--- src/hw/rtl/tlic_pkg.sv ---
package tlic_pkg;

   localparam int ADDR_PORT_BITS = 26;

   typedef logic [1:0] policy_type;

   localparam policy_type POL_LRU   = 2'd0;
   localparam policy_type POL_SRRIP = 2'd1;
   localparam policy_type POL_NRU   = 2'd2;

   localparam logic [1:0] RRPV_MAX    = 2'd3;
   localparam logic [1:0] RRPV_INSERT = 2'd2;
   localparam logic [1:0] RRPV_HIT    = 2'd0;

   typedef enum logic [4:0] {
      S_CLEAR = 5'b00001,
      S_IDLE  = 5'b00010,
      S_LOOK  = 5'b00100,
      S_INV   = 5'b01000,
      S_FILL  = 5'b10000
   } state_type;

endpackage

--- src/hw/rtl/tlic_far_ctl.sv ---
module tlic_far_ctl #(
   parameter int FAR_WAYS = 16,
   parameter int FTW      = 16,
   parameter int FRB      = 4,
   parameter int FCW      = 5
) (
   input  tlic_pkg::policy_type             policy,
   input  logic [FTW-1:0]                   tag,
   input  logic [FAR_WAYS-1:0][FTW-1:0]     tags_i,
   input  logic [FAR_WAYS-1:0]              valid_i,
   input  logic [FAR_WAYS-1:0][FRB-1:0]     ranks_i,
   input  logic [FAR_WAYS-1:0][1:0]         rrpv_i,
   input  logic [FAR_WAYS-1:0]              refs_i,
   input  logic [FCW-1:0]                   count_i,
   output logic                             hit,
   output logic                             victim_valid,
   output logic [FTW-1:0]                   victim_tag,
   output logic [FAR_WAYS-1:0][FTW-1:0]     tags_o,
   output logic [FAR_WAYS-1:0]              valid_o,
   output logic [FAR_WAYS-1:0][FRB-1:0]     ranks_o,
   output logic [FAR_WAYS-1:0][1:0]         rrpv_o,
   output logic [FAR_WAYS-1:0]              refs_o,
   output logic [FCW-1:0]                   count_o
);

   localparam int FWI = $clog2(FAR_WAYS);

   logic [FAR_WAYS-1:0] hit_vec;
   logic [FWI-1:0]      hit_way;
   logic                inv_found;
   logic [FWI-1:0]      inv_way;
   logic [1:0]          rmax;
   logic [1:0]          age;
   logic [FWI-1:0]      srrip_way;
   logic [FWI-1:0]      nru_way;
   logic [FWI-1:0]      lru_way;
   logic [FWI-1:0]      way;
   logic [1:0]          ins;
   logic [FRB-1:0]      rsel;
   logic [FCW-1:0]      cnt;

   always_comb begin
      hit_way   = '0;
      inv_found = 1'b0;
      inv_way   = '0;
      srrip_way = '0;
      nru_way   = '0;
      lru_way   = '0;
      rmax[1]   = 1'b0;
      rmax[0]   = 1'b0;
      for (int w = 0; w < FAR_WAYS; w++) begin
         hit_vec[w] = valid_i[w] && (tags_i[w] == tag);
         rmax[1]    = rmax[1] | rrpv_i[w][1];
      end
      for (int w = 0; w < FAR_WAYS; w++) begin
         rmax[0] = rmax[0] | (rrpv_i[w][0] & (rrpv_i[w][1] == rmax[1]));
      end
      for (int w = FAR_WAYS - 1; w >= 0; w--) begin
         if (hit_vec[w]) hit_way = FWI'(w);
         if (!valid_i[w]) begin
            inv_found = 1'b1;
            inv_way   = FWI'(w);
         end
         if (rrpv_i[w] == rmax) srrip_way = FWI'(w);
         if (!refs_i[w]) nru_way = FWI'(w);
         if (ranks_i[w] == FRB'(FAR_WAYS - 1)) lru_way = FWI'(w);
      end
      hit          = |hit_vec;
      age          = tlic_pkg::RRPV_MAX - rmax;
      victim_valid = 1'b0;
      victim_tag   = '0;
      tags_o       = tags_i;
      valid_o      = valid_i;
      ranks_o      = ranks_i;
      rrpv_o       = rrpv_i;
      refs_o       = refs_i;
      count_o      = count_i;
      ins          = tlic_pkg::RRPV_INSERT;
      way          = inv_way;
      if (hit) begin
         way = hit_way;
         ins = tlic_pkg::RRPV_HIT;
      end else begin
         if (!inv_found) begin
            case (policy)
               tlic_pkg::POL_SRRIP: begin
                  way = srrip_way;
                  for (int w = 0; w < FAR_WAYS; w++) begin
                     rrpv_o[w] = rrpv_i[w] + age;
                  end
               end
               tlic_pkg::POL_NRU: way = nru_way;
               default: way = lru_way;
            endcase
            victim_valid = 1'b1;
            victim_tag   = tags_i[way];
            refs_o[way]  = 1'b0;
         end
         tags_o[way]  = tag;
         valid_o[way] = 1'b1;
      end
      rsel = ranks_o[way];
      cnt  = count_o + FCW'(!refs_o[way]);
      case (policy)
         tlic_pkg::POL_SRRIP: rrpv_o[way] = ins;
         tlic_pkg::POL_NRU: begin
            if (cnt >= FCW'(FAR_WAYS)) begin
               cnt    = FCW'(1);
               refs_o = '0;
            end
            refs_o[way] = 1'b1;
            count_o     = cnt;
         end
         default: begin
            for (int w = 0; w < FAR_WAYS; w++) begin
               if (ranks_o[w] < rsel) ranks_o[w] = ranks_o[w] + FRB'(1);
            end
            ranks_o[way] = '0;
         end
      endcase
   end

endmodule

--- config.mk ---
export PLATFORM = sky130hd
export DESIGN_NAME = tlic_far_ctl
export DESIGN_NICKNAME = d
export VERILOG_FILES = /design/src/hw/rtl/tlic_pkg.sv /design/src/hw/rtl/tlic_far_ctl.sv
export SDC_FILE = /design/constraint.sdc
export NUM_CORES = 1
export LEC_CHECK = 0
export BUFFER_PORTS_ARGS = -buffer_cell sky130_fd_sc_hd__clkbuf_2
export CAP_MARGIN = 20
export CORE_AREA = 2 2 317 319
export DETAILED_ROUTE_END_ITERATION = 8
export DIE_AREA = 0 0 319 321
export MAX_ROUTING_LAYER = met4
export PLACE_DENSITY = 0.33
export SYNTH_ARGS = -nofsm -noshare
export SYNTH_HDL_FRONTEND = slang
export SYNTH_SLANG_ARGS = --single-unit
--- constraint.sdc ---
create_clock -name vclk -period 31.3
set_input_delay 4.695 -clock vclk [all_inputs]
set_output_delay 4.695 -clock vclk [all_outputs]
set_load 0.1 [all_outputs]
# Yosys cells after proc, flatten, opt, wreduce, memory -nomap -nowiden
# Cells that the tools add are included.
dict set report totals {
  reg_bits 0
  in_bits 407
}
dict set report op_classes {
  n_lt_le_gt_ge 23
  n_eq_ne 66
  n_addsub 34
  mux 173
  reduce_logical 22
  n_bitwise 52
}
# op n
set ops {}
lappend ops {{$mux 4} 119}
lappend ops {{$bwmux 256} 1}
lappend ops {{$eq 16x16->1} 16}
lappend ops {{$mux 256} 1}
lappend ops {{$mux 16} 10}
lappend ops {{$mux 32} 4}
lappend ops {{$add 4x1->4 const B} 16}
lappend ops {{$and 64x64->64} 1}
lappend ops {{$bmux 16 s4} 1}
lappend ops {{$demux 16 s4} 1}
lappend ops {{$eq 4x4->1 const B} 16}
lappend ops {{$lt 4x4->1} 16}
lappend ops {{$mux 64} 1}
lappend ops {{$not 64->64} 1}
lappend ops {{$add 2x2->2} 16}
lappend ops {{$bwmux 32} 1}
lappend ops {{$eq 2x2->1} 16}
lappend ops {{$or 16x16->16} 2}
lappend ops {{$or 1x1->1} 30}
lappend ops {{$mux 1} 22}
lappend ops {{$logic_and 1x1->1} 19}
lappend ops {{$and 1x1->1} 16}
lappend ops {{$and 16x16->16} 1}
lappend ops {{$bmux 4 s4} 1}
lappend ops {{other kinds (19)} 42}

# Depth between registers and ports, before layout
dict set report logic_depth {
  depth_word 69
  depth_mapped 36
  depth_no_buf 29
}

# Least setup slack after synthesis
# OpenSTA, ideal clock, no wires.
dict set report synth_timing {
  path_type {input port to output port}
  from {input rrpv_i[25] (netlist name)}
  to {output ranks_o[15] (netlist name)}
  stages 31
  t_arrival_ps 14276
  slack_ps 12329
  n_path_buf 8
  path_cell_list {buf_4 > nor4_4 > and4_1 > buf_4 > buf_2 > clkbuf_1 > o21ai_0 > nand4_1 > nand4b_1 > nor3_1 > ha_1 > a22o_1 > a311oi_1 > o31ai_1 > a211o_1 > buf_2 > a21oi_2 > o22a_1 > buf_6 > buf_4 > buf_2 > mux2i_1 > nand2_1 > o211ai_1 > o21ai_0 > o21ai_0 > ha_1 > o21a_1 > o21ai_0 > or4bb_1 > o31ai_1}
}
# item line_no
set synth_lines {}
lappend synth_lines {{start, declared} tlic_far_ctl.sv:12} ;# input logic [FAR_WAYS-1:0][1:0] rrpv_i,
lappend synth_lines {{end, declared} tlic_far_ctl.sv:20} ;# output logic [FAR_WAYS-1:0][FRB-1:0] ranks_o,

# Final worst setup path
dict set report layout_timing {
  from {input rrpv_i[7] (netlist name)}
  to {output refs_o[0]}
}
dict set report layout_via {
  elab_chain_len 67
  word_cells_on_any_way 121
  classes_between {add/sub (1); order compare (5); eq/ne (32); mux (33); bitwise (47); reduce/logical (3)}
}
# item line_no
set layout_lines {}
lappend layout_lines {{$or 1x1->1 (13 in a row)} tlic_far_ctl.sv:53} ;# rmax[1] = rmax[1] | rrpv_i[w][1];
lappend layout_lines {{$eq 1x1->1} tlic_far_ctl.sv:56} ;# rmax[0] = rmax[0] | (rrpv_i[w][0] & (rrpv_i[w][1] == rmax[1]));
lappend layout_lines {{$and 1x1->1} tlic_far_ctl.sv:56}
lappend layout_lines {{$or 1x1->1 (15 in a row)} tlic_far_ctl.sv:56}
lappend layout_lines {{$eq 2x2->1} tlic_far_ctl.sv:64} ;# if (rrpv_i[w] == rmax) srrip_way = FWI'(w);
lappend layout_lines {{$mux 4 (15 in a row)} tlic_far_ctl.sv:64}
lappend layout_lines {{$mux 4 (*)} tlic_far_ctl.sv:64}
lappend layout_lines {{$pmux 4 s2 (*)} tlic_far_ctl.sv:85} ;# case (policy)
lappend layout_lines {{(+11 left out)} -}
lappend layout_lines {{$mux 1 (not written as such)} tlic_far_ctl.sv:103} ;# cnt = count_o + FCW'(!refs_o[way]);
lappend layout_lines {{$logic_not 1->1} tlic_far_ctl.sv:103}
lappend layout_lines {{$add 5x1->5} tlic_far_ctl.sv:103}
lappend layout_lines {{$ge 5x5->1} tlic_far_ctl.sv:107} ;# if (cnt >= FCW'(FAR_WAYS)) begin
lappend layout_lines {{$mux 16} tlic_far_ctl.sv:107}
lappend layout_lines {{$mux 16} tlic_far_ctl.sv:104} ;# case (policy)
lappend layout_lines {{$or 16x16->16 (no line)} -}
lappend layout_lines {{$mux 16 (*)} tlic_far_ctl.sv:104}
lappend layout_lines {{end, declared} tlic_far_ctl.sv:22} ;# output logic [FAR_WAYS-1:0] refs_o,
# Every way passes the cells marked *; elsewhere a longest branch is shown, timed or not. The select of a mux whose other input is x is not followed.

==> reports/qor.csv <==
metric,value,unit
outcome,"complete, no violations",
ys.warnings.count,0,
drv_slew,0,
start_util,0.173,
synth_top_area_cell,mux2_2,
ys_top_cells_by_area,"mux2_2 (22%), xnor2_1 (8.8%), ha_1 (6.1%)",
arrival,13.48,ns
clock_buffers,0,
syn-mean-instance-area,7.32,um^2
io_pins,814,
seq_cell_count,0,
grt_max_degree,70,
grt_pass1_wl,181000,um
setup.worst_path.start_class,input port,
leakage,0.00952,uW
yosys-top-cells-count,"mux2_2 (342), nand2_1 (222), xnor2_1 (172), o21ai_0 (127), nor2_1 (115)",
rows,116,
p_clk_frac,0,
grt_pass1_vias,21800,
combPwrFrac,1.000,
ctsResizeCount,0,
crit_top_cell,ha_1,
drive_above_1_share,0.427,
p_per_area,32.0,mW/mm^2
worst_path_max_delay_cell,and4_1,
ant_nets,0,
syn_inst,2343,
fin_crit_sh,0.581,
die_h,321,um
switching_share,0.767,
netlist.area_leader.share,0.224,
rsz0062_at_grt,false,
syn_nets,2834,
drt_iter0_drc,1683,
max_stage_delay,0.70,ns
dp_slack,13.12,ns
final_cells,4343,
syn_area,0.0172,mm^2
worst-path-max-fanout,46,
min_path_type,input port to output port,
fin_crit,18.17,ns
port_buffers,814,
p_int,168,uW
die_x,319,um
ys_types,90,
antenna_found_initial,16,
die_area,0.102,mm^2
hold_buffers,0,
slew_headroom,0.244,
power_frac_seq,0,
setup_viol,0,
fin_ws,13.13,ns
routed_wl,134000,um
worstSetupPathType,input port to output port,
wl_per_cell,30.9,um
vias,22100,
post-cts-setup-buffers,0,
synth_most_common_cell,mux2_2,
worst_slew_pin_slew,1.13,ns
core_area,0.0993,mm^2
finalHoldViolations,0,
place_congestion,0.929,
grt_overflow,0,
ys_seq_area_frac,0,
drc_errors,0,
dp_hpwl,113000,um
fmax,0.0550,GHz
fill_cells,11500,
placed_cells,4328,
syn2layout_area_growth,31.5,%
final-seq-area,0,um^2
finalSetupTns,0,ns
viasPerCell,5.08,
grt.total_usage,0.254,
finalNetCount,3524,
timing.max_cap.violations,0,
end_kind,output port,
firstDrtPassIters,5,
worstPathRequired,26.61,ns
ir_worst_vdd,0.0000307,V
switchingPower,554,uW
[final cells by class]
class,instances,area (um^2),share of cell area
inverter,46,175,0.00776
antenna,14,35.0,0.00155
timing repair buffer,872,4550,0.202
multi-input combinational,2113,16200,0.717
tap,1298,1620,0.0720
[power by group through the flow]
stage	sequential, uW	clock, uW	combinational [uW]
after global placement	0	0	723
after CTS	0	0	724
after floorplan	0	0	524
after global routing	0	0.0000474	753
after detailed placement	0	0	722
final	0	0.0000387	722
[routing by layer]
metal  global-route usage  routed length [um]  up-vias
met5                    -                   0        -
met4               0.0810                5100        0
met3               0.0227                5640      118
met2                0.465               69600      862
met1                0.291               54000    10800
li1                     -                   -    10300
[final timing paths]
check	start	cells past startpoint	slack (ns)	endpoint
max	rrpv_i[7]	29	13.13	refs_o[0]
min	count_i[1]	3	9.98	count_o[1]
[per-stage QoR]
stage / instance area, um^2 / hold WS (ns) / utilization / power (uW)
6_report: 22600 / 9.98 / 0.227 / 722
5_1_grt: 22600 / 10.01 / 0.227 / 753
4_1_cts: 22500 / 9.99 / 0.227 / 724
3_5_place_dp: 22500 / 9.99 / 0.227 / 722
3_3_place_gp: 22500 / 9.98 / 0.226 / 723
2_1_floorplan: 17200 / 9.81 / - / 524
[worst max-delay path, delay by kind of cell]
kind | cells | cell delay [ns]
fa+ha+maj | 3 | 0.90
xor+xnor | 1 | 0.27
compound gates | 10 | 2.59
simple gates | 10 | 3.48
buf+inv | 5 | 1.46
[logic make-up after synthesis]
group	share of synthesized area
xor+xnor	0.131
buf+inv	0.0600
mux	0.277
fa+ha+maj	0.0613
simple gates	0.255
compound gates	0.215
[layout by cell type (no fill, tap or decap), types with 55 or more instances in the layout]
| cell type | netlist | routed |
|---|---|---|
| nor2_1 | 115 | 114 |
| nor4_1 | 75 | 74 |
| nand2_1 | 222 | 221 |
| a21oi_1 | 100 | 100 |
| nand4_1 | 64 | 64 |
| mux2_2 | 342 | 342 |
| xnor2_1 | 172 | 172 |
| clkbuf_2 | 0 | 814 |
| nand3_1 | 67 | 67 |
| xor2_1 | 85 | 85 |
| o21ai_0 | 127 | 124 |
| a211oi_1 | 68 | 68 |
| mux2i_1 | 89 | 89 |
| buf_4 | 8 | 55 |
| ha_1 | 84 | 83 |
(Power assumes the default switching activity.)
